$ cat src/lmis_pkg.sv
// lmis_pkg: types and constants shared by the last-match index search core
// item structs for the input and result channels, register indexes, scan states
// no dependencies

package lmis_pkg;

  localparam int unsigned CFG_INDEX_W  = 8;
  localparam int unsigned CFG_DATA_W   = 32;
  localparam int unsigned TABLE_SIZE_W = 11;
  localparam int unsigned POSITION_W   = 10;
  localparam int unsigned IN_KEY_W     = 32;
  localparam int unsigned RESULT_W     = 32;

  localparam logic [CFG_INDEX_W-1:0] REG_NOMATCH_VAL = 8'd0;
  localparam logic [CFG_INDEX_W-1:0] REG_TABLE_SIZE  = 8'd1;

  localparam logic KIND_LOAD  = 1'b0;
  localparam logic KIND_QUERY = 1'b1;

  localparam logic signed [RESULT_W-1:0] NOMATCH_VAL_RESET = -32'sd1;

  typedef struct packed {
    logic                  kind;
    logic [POSITION_W-1:0] entry_position;
    logic [IN_KEY_W-1:0]   key_value;
  } in_item_t;

  typedef struct packed {
    logic                       found;
    logic signed [RESULT_W-1:0] result_index;
  } out_item_t;

  typedef enum logic [1:0] {
    ST_IDLE,
    ST_SCAN,
    ST_DRAIN,
    ST_FINISH
  } scan_state_e;

endpackage

$ cat src/lmis_scan_ctrl.sv
// lmis_scan_ctrl: input handshake, table writes and the sequential match scan
// walks the key table one read per cycle and keeps the last matching position
// depends on lmis_pkg

module lmis_scan_ctrl #(
  parameter int unsigned TABLE_DEPTH = 1024,
  parameter int unsigned KEY_WIDTH   = 32,
  parameter int unsigned AW          = 10,
  parameter int unsigned CW          = 11
) (
  input  logic                                  clk_i,
  input  logic                                  rst_ni,
  input  logic                                  in_valid_i,
  output logic                                  in_ready_o,
  input  lmis_pkg::in_item_t                    in_data_i,
  input  logic [CW-1:0]                         limit_i,
  input  logic signed [lmis_pkg::RESULT_W-1:0]  nomatch_val_i,
  output logic                                  ram_we_o,
  output logic [AW-1:0]                         ram_waddr_o,
  output logic [KEY_WIDTH-1:0]                  ram_wdata_o,
  output logic                                  ram_re_o,
  output logic [AW-1:0]                         ram_raddr_o,
  input  logic [KEY_WIDTH-1:0]                  ram_rdata_i,
  output logic                                  res_valid_o,
  input  logic                                  res_ready_i,
  output lmis_pkg::out_item_t                   res_o
);

  localparam int unsigned SW = (CW > lmis_pkg::TABLE_SIZE_W) ? CW : lmis_pkg::TABLE_SIZE_W;

  lmis_pkg::scan_state_e state_q, state_d;

  logic [CW-1:0]        cnt_q;
  logic [CW-1:0]        limit_q;
  logic [KEY_WIDTH-1:0] key_q;
  logic                 cmp_vld_q;
  logic [AW-1:0]        cmp_idx_q;
  logic                 hit_q;
  logic [AW-1:0]        best_q;

  logic in_xfer;
  logic query_xfer;
  logic pos_ok;
  logic match;

  assign in_xfer    = in_valid_i && in_ready_o;
  assign query_xfer = in_xfer && (in_data_i.kind == lmis_pkg::KIND_QUERY);
  assign pos_ok     = SW'(in_data_i.entry_position) < SW'(TABLE_DEPTH);
  assign match      = cmp_vld_q && (ram_rdata_i == key_q);

  assign ram_we_o    = in_xfer && (in_data_i.kind == lmis_pkg::KIND_LOAD) && pos_ok;
  assign ram_waddr_o = AW'(in_data_i.entry_position);
  assign ram_wdata_o = KEY_WIDTH'(in_data_i.key_value);
  assign ram_raddr_o = cnt_q[AW-1:0];

  always_comb begin
    state_d     = state_q;
    in_ready_o  = 1'b0;
    ram_re_o    = 1'b0;
    res_valid_o = 1'b0;
    unique case (state_q)
      lmis_pkg::ST_IDLE: begin
        in_ready_o = 1'b1;
        if (in_valid_i && (in_data_i.kind == lmis_pkg::KIND_QUERY)) begin
          state_d = (limit_i == '0) ? lmis_pkg::ST_FINISH : lmis_pkg::ST_SCAN;
        end
      end
      lmis_pkg::ST_SCAN: begin
        ram_re_o = 1'b1;
        if ((cnt_q + CW'(1)) == limit_q) begin
          state_d = lmis_pkg::ST_DRAIN;
        end
      end
      lmis_pkg::ST_DRAIN: begin
        state_d = lmis_pkg::ST_FINISH;
      end
      lmis_pkg::ST_FINISH: begin
        res_valid_o = 1'b1;
        if (res_ready_i) begin
          state_d = lmis_pkg::ST_IDLE;
        end
      end
      default: begin
        state_d = lmis_pkg::ST_IDLE;
      end
    endcase
  end

  always_ff @(posedge clk_i or negedge rst_ni) begin
    if (!rst_ni) begin
      state_q   <= lmis_pkg::ST_IDLE;
      cnt_q     <= '0;
      cmp_vld_q <= 1'b0;
      hit_q     <= 1'b0;
    end else begin
      state_q   <= state_d;
      cmp_vld_q <= ram_re_o;
      if (query_xfer) begin
        cnt_q <= '0;
        hit_q <= 1'b0;
      end else begin
        if (ram_re_o) begin
          cnt_q <= cnt_q + CW'(1);
        end
        if (match) begin
          hit_q <= 1'b1;
        end
      end
    end
  end

  always_ff @(posedge clk_i) begin
    if (query_xfer) begin
      key_q   <= KEY_WIDTH'(in_data_i.key_value);
      limit_q <= limit_i;
    end
    cmp_idx_q <= cnt_q[AW-1:0];
    if (match) begin
      best_q <= cmp_idx_q;
    end
  end

  assign res_o.found        = hit_q;
  assign res_o.result_index = hit_q ? lmis_pkg::RESULT_W'(best_q) : nomatch_val_i;

`ifndef SYNTHESIS
  a_read_in_range: assert property (@(posedge clk_i) disable iff (!rst_ni)
    ram_re_o |-> (cnt_q < limit_q))
    else $error("table read beyond the active size");

  a_no_write_during_scan: assert property (@(posedge clk_i) disable iff (!rst_ni)
    !(ram_we_o && ram_re_o))
    else $error("table write during a scan");

  a_scan_starts: assert property (@(posedge clk_i) disable iff (!rst_ni)
    (query_xfer && (limit_i != '0)) |=> ram_re_o)
    else $error("query with a nonempty table did not start reading");

  a_best_in_range: assert property (@(posedge clk_i) disable iff (!rst_ni)
    (res_valid_o && hit_q) |-> (CW'(best_q) < limit_q))
    else $error("reported position outside the active size");
`endif

endmodule

$ cat config.mk
export PLATFORM = sky130hd
export DESIGN_NAME = lmis_scan_ctrl
export DESIGN_NICKNAME = d
export VERILOG_FILES = /design/src/lmis_pkg.sv /design/src/lmis_scan_ctrl.sv
export SDC_FILE = /design/constraint.sdc
export NUM_CORES = 1
export LEC_CHECK = 0
export ABC_AREA = 0
export BUFFER_PORTS_ARGS = -buffer_cell sky130_fd_sc_hd__buf_2
export CORE_MARGIN = 2
export CORE_UTILIZATION = 41
export CTS_CLUSTER_SIZE = 12
export DETAILED_ROUTE_END_ITERATION = 7
export PLACE_DENSITY_LB_ADDON = 0.2
export SLEW_MARGIN = 20
export SYNTH_ARGS = -nofsm -noshare
export SYNTH_HDL_FRONTEND = slang
export SYNTH_SLANG_ARGS = --single-unit
export TNS_END_PERCENT = 20
$ cat constraint.sdc
create_clock -name clk_i -period 2.6 [get_ports clk_i]
set_input_delay 0 -clock clk_i [delete_from_list [all_inputs] [get_ports clk_i]]
set_output_delay 0 -clock clk_i [all_outputs]
set_load 0.01 [all_outputs]
==> flow_metrics.tcl, run 1 <==
set metrics [dict create \
    status "finished clean" \
    post_cts_resized 0 \
    async_reset_ff_share_pct 19.2 \
    power_leakage_nw 2.31 \
    die_h_um 101 \
    worst_pin_slew_ns 0.429 \
    synth-adder-area-share_pct 1.61 \
    core_area_um2 9240 \
    antenna_found_initial 0 \
    synth-simple-area-share_pct 12.4 \
    hold_path_class "in2out" \
    post_cts_buffers 0 \
    power_frac_seq_pct 48.5 \
    start_util_pct 42.1 \
    place_area_um2 4630 \
    post-synth-top-area-cell "edfxtp_1" \
    netlist_area_um2 3890 \
    synth_compound_area_share_pct 1.86 \
    cts_tree "done" \
    final_area_um2 5260 \
    nFillCells 808 \
    final_antenna_net_count 0 \
    drtIter0Drc 77 \
    worst_ep_required_time_ns 2.87 \
    vias_per_cell 4.47 \
    clk_path_buf_depth 2 \
    period_needed_ns 2.24 \
    gp_congestion 0.858 \
    ys_warn_count 0 \
    dieArea_um2 10300 \
    rrSetupSlack_ns 0.36 \
    synth_edf_count 53 \
    grt_pass1_vias 2809 \
    avgSynthCellArea_um2 12.4 \
    crit_fanout 8 \
    cts-htree-levels 3 \
    rsz0062_at_grt "no" \
    crit_type "reg2reg" \
    synth_top_family_by_area "simple AND/OR/NAND/NOR gates" \
    slew_headroom_pct 71.4 \
    yosysTopAreaCellShare_pct 40.9 \
    swShare_pct 29.7 \
    grt_max_degree 35 \
    grt_usage_pct 17.3 \
    wl_per_cell_um 14.0 \
    fin_nets 631 \
    grt_pass1_wl_um 13400 \
    skew_ns 0.00904 \
    synth_ff_type "edfxtp_1" \
    syn_inst 314 \
    synth.distinct_cells 39 \
    arrival_ns 2.51 \
    p_int_w 0.00238 \
    die_w_um 101 \
    drtPass1Iterations 4 \
    numCtsBuffers 9 \
    synth_fp_nets 441 \
    ys_top_cells_by_area "edfxtp_1, buf_4, dfrtp_1, xor2_1, dfxtp_1" \
    drive_gt1_share_pct 44.0 \
    fin_setup_tns_ns 0 \
    p_clk_share_pct 26.0 \
    hold_viol_final 0 \
    rows 35 \
    powerDensity_nw_per_um2 642 \
    finalCritPeriodShare_pct 86.0 \
    diodes 0 \
    insertion_delay_ns 0.35 \
    cts.sinks 78 \
    syn_to_final_growth_pct 35.2 \
    slew_violations 0 \
    port_buffers 190 \
    cp-start-kind "flip-flop" \
    vias 2854 \
    dpl.hpwl_um 6530 \
    grt.overflow.total 0 \
    synth.area.mux_share_pct 4.44 \
    drc 0 \
    power_frac_comb_pct 25.5 \
    synth_xor_xnor_area_share_pct 12.4 \
    max_freq_ghz 0.447 \
    clk_pin_slew_ns 0.08 \
    setup_viol 0 \
    cts_root_buf "clkbuf_8" \
    power_switching_w 0.00101 \
    maxCapViolations 0 \
    end_kind "flip-flop" \
    drt-total-wl_um 8910 \
    ios 211 \
    yosysSeqAreaShare_pct 55.7 \
    ys_seq_elements 78 \
    peakVddDrop_mv 0.477 \
]
## cell families (layout without fill, tap and decap cells)
kind of cell	count (synthesis)	after routing
compound gates	9	9
xor+xnor	55	55
fa+ha+maj	5	5
buf+inv	63	258
flops	78	78
mux	16	16
simple gates	88	88
## state kept, by name, indices dropped and copies added (netlist names)
register and flops:
key_q 32, cnt_q 11, limit_q 11, best_q 10, cmp_idx_q 10, state_q 2, cmp_vld_q 1, hit_q 1
## cells in the mapped netlist (2+ instances only)
master	n
nand4_1	4
o2111ai_1	2
nand2_1	11
nor2b_1	23
nand3_1	5
mux2_2	10
edfxtp_1	53
dfxtp_1	10
nor2_1	16
buf_4	53
xnor2_1	16
dfrtp_1	15
xor2_1	39
ha_1	5
nor3_1	7
inv_1	3
clkbuf_1	4
nor4_1	12
mux2i_1	6
## worst paths after layout
kind | start | to | cells past startpoint
max | cnt_q[0] | state_q[0] | 7
max reg2reg | cnt_q[0] | state_q[0] | 7
min | in_data_i[35] | ram_waddr_o[3] | 0
min reg2reg | cmp_idx_q[7] | best_q[7] | 0
min in group asynchronous | rst_ni | cnt_q[2] | 2
max in group asynchronous | rst_ni | cnt_q[10] | 2
## metrics by stage
step,power [W],util [%],hold WS (ns),instances,setup WS (ns)
after floorplan,0.00225,-,-0.296,314,0.386
final,0.00338,56.9,0.00000284,638,0.363
after global placement,0.00246,50.1,-0.0615,578,0.394
after CTS,0.00341,56.9,0.000119,638,0.350
after detailed placement,0.00248,50.1,-0.0653,578,0.365
after global routing,0.00358,56.9,0.0000275,638,0.131
## worst max-delay path, cell delays in order, from the launching register on
cell and delay (ns):
dfrtp_1 0.52, ha_1 0.34, nand4_1 0.28, nor3_1 0.31, xnor2_1 0.16, nor3_1 0.07, a31oi_2 0.27, mux2i_1 0.22
## power by group through the flow
stage | clock, W | sequential, W | combinational, W
after floorplan | 0 | 0.00162 | 0.000627
after global placement | 0 | 0.00166 | 0.000798
after detailed placement | 0 | 0.00167 | 0.000814
after CTS | 0.000905 | 0.00164 | 0.000872
after global routing | 0.000964 | 0.00166 | 0.000952
final | 0.000880 | 0.00164 | 0.000862
## cell usage in the layout (no fill, tap or decap), types with 4 or more instances in the layout
cell type        n
buf_2          190
edfxtp_1        53
dlygate4sd3_1   44
xor2_1          39
nor2b_1         23
nor2_1          16
xnor2_1         16
dfrtp_1         15
nor4_1          12
nand2_1         11
mux2_2          10
dfxtp_1         10
clkbuf_8         9
nor3_1           6
mux2i_1          6
nand3_1          5
ha_1             5
nand4_1          4
## layout make-up
cell class,count,area [µm²],area share [%]
timing repair buffer,239,1450,27.6
multi-input combinational,173,1280,24.3
clock buffer,10,128,2.43
clock inverter,6,62.6,1.19
sequential,78,2170,41.2
inverter,3,11.3,0.214
tap,129,161,3.07
## layer usage
layer | up-vias | global-route usage [%] | share of wire [%]
li1 | 1417 | - | -
met1 | 1303 | 19.2 | 39
met2 | 110 | 31.4 | 52
met3 | 24 | 3.45 | 5.6
met4 | 0 | 8.52 | 2.7
met5 | - | 0 | 0
## timing repair
item                       4_1_cts  5_1_grt
setup endpoints to repair        0        0
hold buffers                    44        0
hold endpoints to repair        58        0
Note: power is estimated with default switching activity, not from simulation.
==> run 2: changes to the inputs <==
--- a/config.mk
+++ b/config.mk
@@ -9,6 +9,7 @@
 export BUFFER_PORTS_ARGS = -buffer_cell sky130_fd_sc_hd__buf_2
 export CORE_MARGIN = 2
 export CORE_UTILIZATION = 41
+export CTS_BUF_LIST = sky130_fd_sc_hd__clkbuf_16
 export CTS_CLUSTER_SIZE = 12
 export DETAILED_ROUTE_END_ITERATION = 7
 export PLACE_DENSITY_LB_ADDON = 0.2
==> run 2 against run 1 <==
First-iteration DRC count grew 2.6%; final cell count is the same; setup slack lost 0.011 ns; clock power grew 37%; routed wire length shrank 0.49%; global-route usage shrank 0.11 points; power grew 9.7%; clock skew shrank 0.00077 ns; hold slack is the same; sequential cell count is the same; register-to-register slack is essentially flat; largest power group unchanged; highest routed layer unchanged.
==> flow_metrics.tcl, run 2 (synthesis gave the netlist of run 1 again) <==
set metrics [dict create \
    status "finished clean" \
    dieArea_um2 10300 \
    max_freq_ghz 0.445 \
    cts.sinks 78 \
    final_common_cell "buf_2" \
    grt_pass1_wl_um 13400 \
    drtPass1Iterations 4 \
    die_h_um 101 \
    drt-total-wl_um 8870 \
    vias 2864 \
    syn_to_final_growth_pct 37.8 \
    start_util_pct 42.1 \
    final_area_um2 5360 \
    maxCapViolations 0 \
    wl_per_cell_um 13.9 \
    vias_per_cell 4.49 \
    port_buffers 190 \
    dpl.hpwl_um 6530 \
    hold_path_class "in2out" \
    core_area_um2 9240 \
    grt_max_degree 35 \
    gp_congestion 0.858 \
    insertion_delay_ns 0.32 \
    drc 0 \
    powerDensity_nw_per_um2 692 \
    rr_worst_depth 7 \
    grt.overflow.total 0 \
    cts_root_buf "clkbuf_16" \
    rows 35 \
    cts-htree-levels 3 \
    grt_usage_pct 17.2 \
    place_area_um2 4630 \
    die_w_um 101 \
    top_register "key_q" \
    min_path_cells 0 \
    antenna_found_initial 0 \
    power_leakage_nw 2.36 \
    clk_path_buf_depth 2 \
    top_regs "key_q: 32 flops, cnt_q: 11 flops, limit_q: 11 flops" \
    cts_tree "done" \
    final_cell_mix "buf_2, edfxtp_1, dlygate4sd3_1, xor2_1, nor2b_1" \
    finalCritPeriodShare_pct 86.5 \
    final_antenna_net_count 0 \
    peakVddDrop_mv 0.394 \
    largest_reg_flops 32 \
    worst_pin_slew_ns 0.433 \
    cp-start-kind "flip-flop" \
    drtIter0Drc 79 \
    holdWs_ns 0.00000284 \
    setup_viol 0 \
    grt_pass1_vias 2801 \
    fin_setup_tns_ns 0 \
    period_needed_ns 2.25 \
    hold_viol_final 0 \
    slew_headroom_pct 71.2 \
    skew_ns 0.00827 \
    crit_type "reg2reg" \
    numCtsBuffers 9 \
    clk_pin_slew_ns 0.06 \
    slew_violations 0 \
    nFillCells 796 \
    ios 211 \
    crit_fanout 8 \
    fin_nets 631 \
    worst_ep_required_time_ns 2.84 \
    end_kind "flip-flop" \
    diodes 0 \
    rsz0062_at_grt "no" \
    arrival_ns 2.49 \
    drive_gt1_share_pct 44.0 \
]
## run 2: cell count changes in the layout (fill, tap and decap cells not counted), sizes merged
cell and change:
inv +1, clkbuf -1
## run 2: stage by stage
stage | std cells | util [%] | setup WS, ns | total power, W
after global routing | 638 | 58.0 | 0.135 | 0.00391
after floorplan | 314 | - | 0.386 | 0.00225
after global placement | 578 | 50.1 | 0.394 | 0.00246
final | 638 | 58.0 | 0.352 | 0.00371
after CTS | 638 | 58.0 | 0.349 | 0.00375
after detailed placement | 578 | 50.1 | 0.365 | 0.00248
## run 2: final timing paths
path | start | to | slack (ns)
max | cnt_q[0] | state_q[0] | 0.35
min | in_data_i[35] | ram_waddr_o[3] | 0.000003
max reg2reg | cnt_q[0] | state_q[0] | 0.35
min reg2reg | cmp_idx_q[7] | best_q[7] | 0.40
max in group asynchronous | rst_ni | cnt_q[9] | 2.21
min in group asynchronous | rst_ni | cnt_q[2] | 0.13
## run 2: layout make-up
cell class                      count  area [µm²]  area share (%)
Sequential cell                    78        2170            40.4
Timing Repair Buffer              239        1450            27.1
Tap cell                          129         161            3.01
Inverter                            3        11.3           0.210
Clock inverter                      7        66.3            1.24
Clock buffer                        9         225            4.20
Multi-Input combinational cell    173        1280            23.8
## run 2: critical path, cell delays in order (launching register included)
cell     delay (ns)
dfrtp_1        0.50
ha_1           0.35
nand4_1        0.28
nor3_1         0.31
xnor2_1        0.16
nor3_1         0.07
a31oi_2        0.27
mux2i_1        0.22
## run 2: what timing repair did
item                                   CTS  global route
hold buffers                            44             0
resized for setup                        0             0
buffers inserted                         0             0
endpoints found under the hold margin   58             0
## run 2: where the power goes
part	switching (W)	internal (W)
Combinational	0.000438	0.000425
Sequential	0.000128	0.00151
Clock	0.000471	0.000736
Total	0.00104	0.00267
## run 2: routing by layer
layer / wire length, µm / up-vias / part of all wire [%] / track usage (%)
li1: - / 1419 / - / -
met1: 3460 / 1310 / 39 / 19.2
met2: 4720 / 113 / 53 / 31.6
met3: 490 / 22 / 5.5 / 3.45
met4: 199 / 0 / 2.2 / 7.59
met5: 0 / - / 0 / 0
==> run 3: changes to the inputs <==
--- a/config.mk
+++ b/config.mk
@@ -7,6 +7,7 @@
 export LEC_CHECK = 0
 export ABC_AREA = 0
 export BUFFER_PORTS_ARGS = -buffer_cell sky130_fd_sc_hd__buf_2
+export CORE_ASPECT_RATIO = 0.9
 export CORE_MARGIN = 2
 export CORE_UTILIZATION = 41
 export CTS_BUF_LIST = sky130_fd_sc_hd__clkbuf_16
==> run 3 against run 2 <==
Setup slack got worse by 0.081 ns; maximum frequency decreased by 3.5%; largest power group unchanged; largest cell class unchanged; combinational power fell by 1%; core utilization fell by 0.23 points; sequential share of layout area increased by 0.49 points; die area about the same; global-route usage decreased by 0.31 points; highest routed layer unchanged; hold slack about the same.
==> flow_metrics.tcl, run 3 (synthesis gave the netlist of run 1 again) <==
set metrics [dict create \
    vias_per_cell 4.59 \
    grt_pass1_wl_um 13300 \
    drtIter0Drc 128 \
    fin_setup_tns_ns 0 \
    power_leakage_nw 2.34 \
    crit_type "reg2reg" \
    cts.sinks 78 \
    antenna_found_initial 0 \
    crit_fanout 8 \
    worst_pin_slew_ns 0.824 \
    clk_pin_slew_ns 0.05 \
    place_area_um2 4600 \
    clk_path_buf_depth 2 \
    fin_nets 630 \
    peakVddDrop_mv 0.347 \
    top_regs "key_q: 32 flops, cnt_q: 11 flops, limit_q: 11 flops" \
    drive_gt1_share_pct 43.6 \
    cts_tree "done" \
    arrival_ns 2.52 \
    start_util_pct 42.5 \
    insertion_delay_ns 0.32 \
    rr_worst_depth 7 \
    grt_usage_pct 16.9 \
    final_cell_mix "buf_2, edfxtp_1, dlygate4sd3_1, xor2_1, nor2b_1" \
    setup_viol 0 \
    largest_reg_flops 32 \
    holdWs_ns 0.00000448 \
    drc 0 \
    post-place-ws_ns 0.301 \
    numCtsBuffers 9 \
    swShare_pct 28.2 \
    min_path_cells 0 \
    final_antenna_net_count 0 \
    die_w_um 107 \
    core_area_um2 9170 \
    period_needed_ns 2.33 \
    p_int_w 0.00256 \
    maxCapViolations 0 \
    slew_violations 0 \
    vias 2884 \
    drt-total-wl_um 8790 \
    slew_headroom_pct 45.1 \
    dp_cells 570 \
    worst_ep_required_time_ns 2.79 \
    syn_to_final_growth_pct 36.2 \
    p_clk_share_pct 30.0 \
    final_common_cell "buf_2" \
    dieArea_um2 10300 \
    grt_pass1_vias 2847 \
    hold_path_class "in2out" \
    drtPass1Iterations 4 \
    finalCritPeriodShare_pct 89.6 \
    die_h_um 96.4 \
    stdcell_count 629 \
    hold_viol_final 0 \
    diodes 0 \
    final_area_um2 5300 \
    cts-htree-levels 3 \
    rows 33 \
    end_kind "flip-flop" \
    status "finished clean" \
    cp-start-kind "flip-flop" \
    max_freq_ghz 0.429 \
    cts_root_buf "clkbuf_16" \
    grt_max_degree 43 \
    post_cts_buffers 0 \
    fin_ws_ns 0.271 \
    power_frac_comb_pct 24.0 \
    rsz0062_at_grt "no" \
    ios 211 \
    dpl.hpwl_um 6430 \
    skew_ns 0.00730 \
    gp_congestion 0.825 \
    port_buffers 190 \
    power_switching_w 0.00101 \
    top_register "key_q" \
    powerDensity_nw_per_um2 673 \
    grt.overflow.total 0 \
    power_frac_seq_pct 46.1 \
    wl_per_cell_um 14.0 \
]
-- run 3: final cells by class --
| class | instances | area (µm²) |
|---|---|---|
| Tap cell | 122 | 153 |
| Timing Repair Buffer | 238 | 1430 |
| Multi-Input combinational cell | 173 | 1280 |
| Clock inverter | 6 | 30.0 |
| Sequential cell | 78 | 2170 |
| Fill cell | 793 | 3870 |
| Clock buffer | 9 | 225 |
| Inverter | 3 | 11.3 |
-- run 3: metrics by stage --
stage / power [W] / util, %
floorplan: 0.00225 / -
global placement: 0.00245 / 50.2
detailed placement: 0.00247 / 50.2
CTS: 0.00360 / 57.8
global route: 0.00376 / 57.8
finish: 0.00356 / 57.8
-- run 3: worst paths after layout --
path,start,endpoint,slack [ns]
worst max-delay path,cnt_q[0],state_q[0],0.27
worst min-delay path,in_data_i[36],ram_waddr_o[4],0.000004
worst max register to register,cnt_q[0],state_q[0],0.27
worst min register to register,cmp_idx_q[7],best_q[7],0.40
max in group asynchronous,rst_ni,cnt_q[7],2.20
min in group asynchronous,rst_ni,cnt_q[2],0.13
-- run 3: power by group through the flow --
stage                     registers, W  logic [W]  clock network (W)
final                          0.00164   0.000854            0.00107
after detailed placement       0.00167   0.000802                  0
after global routing           0.00166   0.000943            0.00115
after global placement         0.00166   0.000791                  0
after CTS                      0.00164   0.000863            0.00109
after floorplan                0.00162   0.000627                  0
-- run 3: timing repair --
item,CTS,global route
hold endpoints to repair,58,0
setup endpoints to repair,0,1
resized for setup,0,1
hold buffers,44,0
-- run 3: layer usage --
| metal | GRT usage, % | vias up | part of all wire, % |
|---|---|---|---|
| met1 | 19.3 | 1327 | 40 |
| met2 | 30.9 | 116 | 51 |
| met3 | 3.29 | 24 | 6.1 |
| met4 | 7.79 | 0 | 2.6 |
| met5 | 0 | - | 0 |
| li1 | - | 1417 | - |
-- run 3: worst max-delay path, cell delays in order (launching register included) --
cell       delay, ns
dfrtp_1         0.48
ha_1            0.36
xor2_1          0.17
a2111oi_1       0.42
o2111ai_1       0.18
nor3_1          0.28
a31oi_2         0.16
mux2i_1         0.15
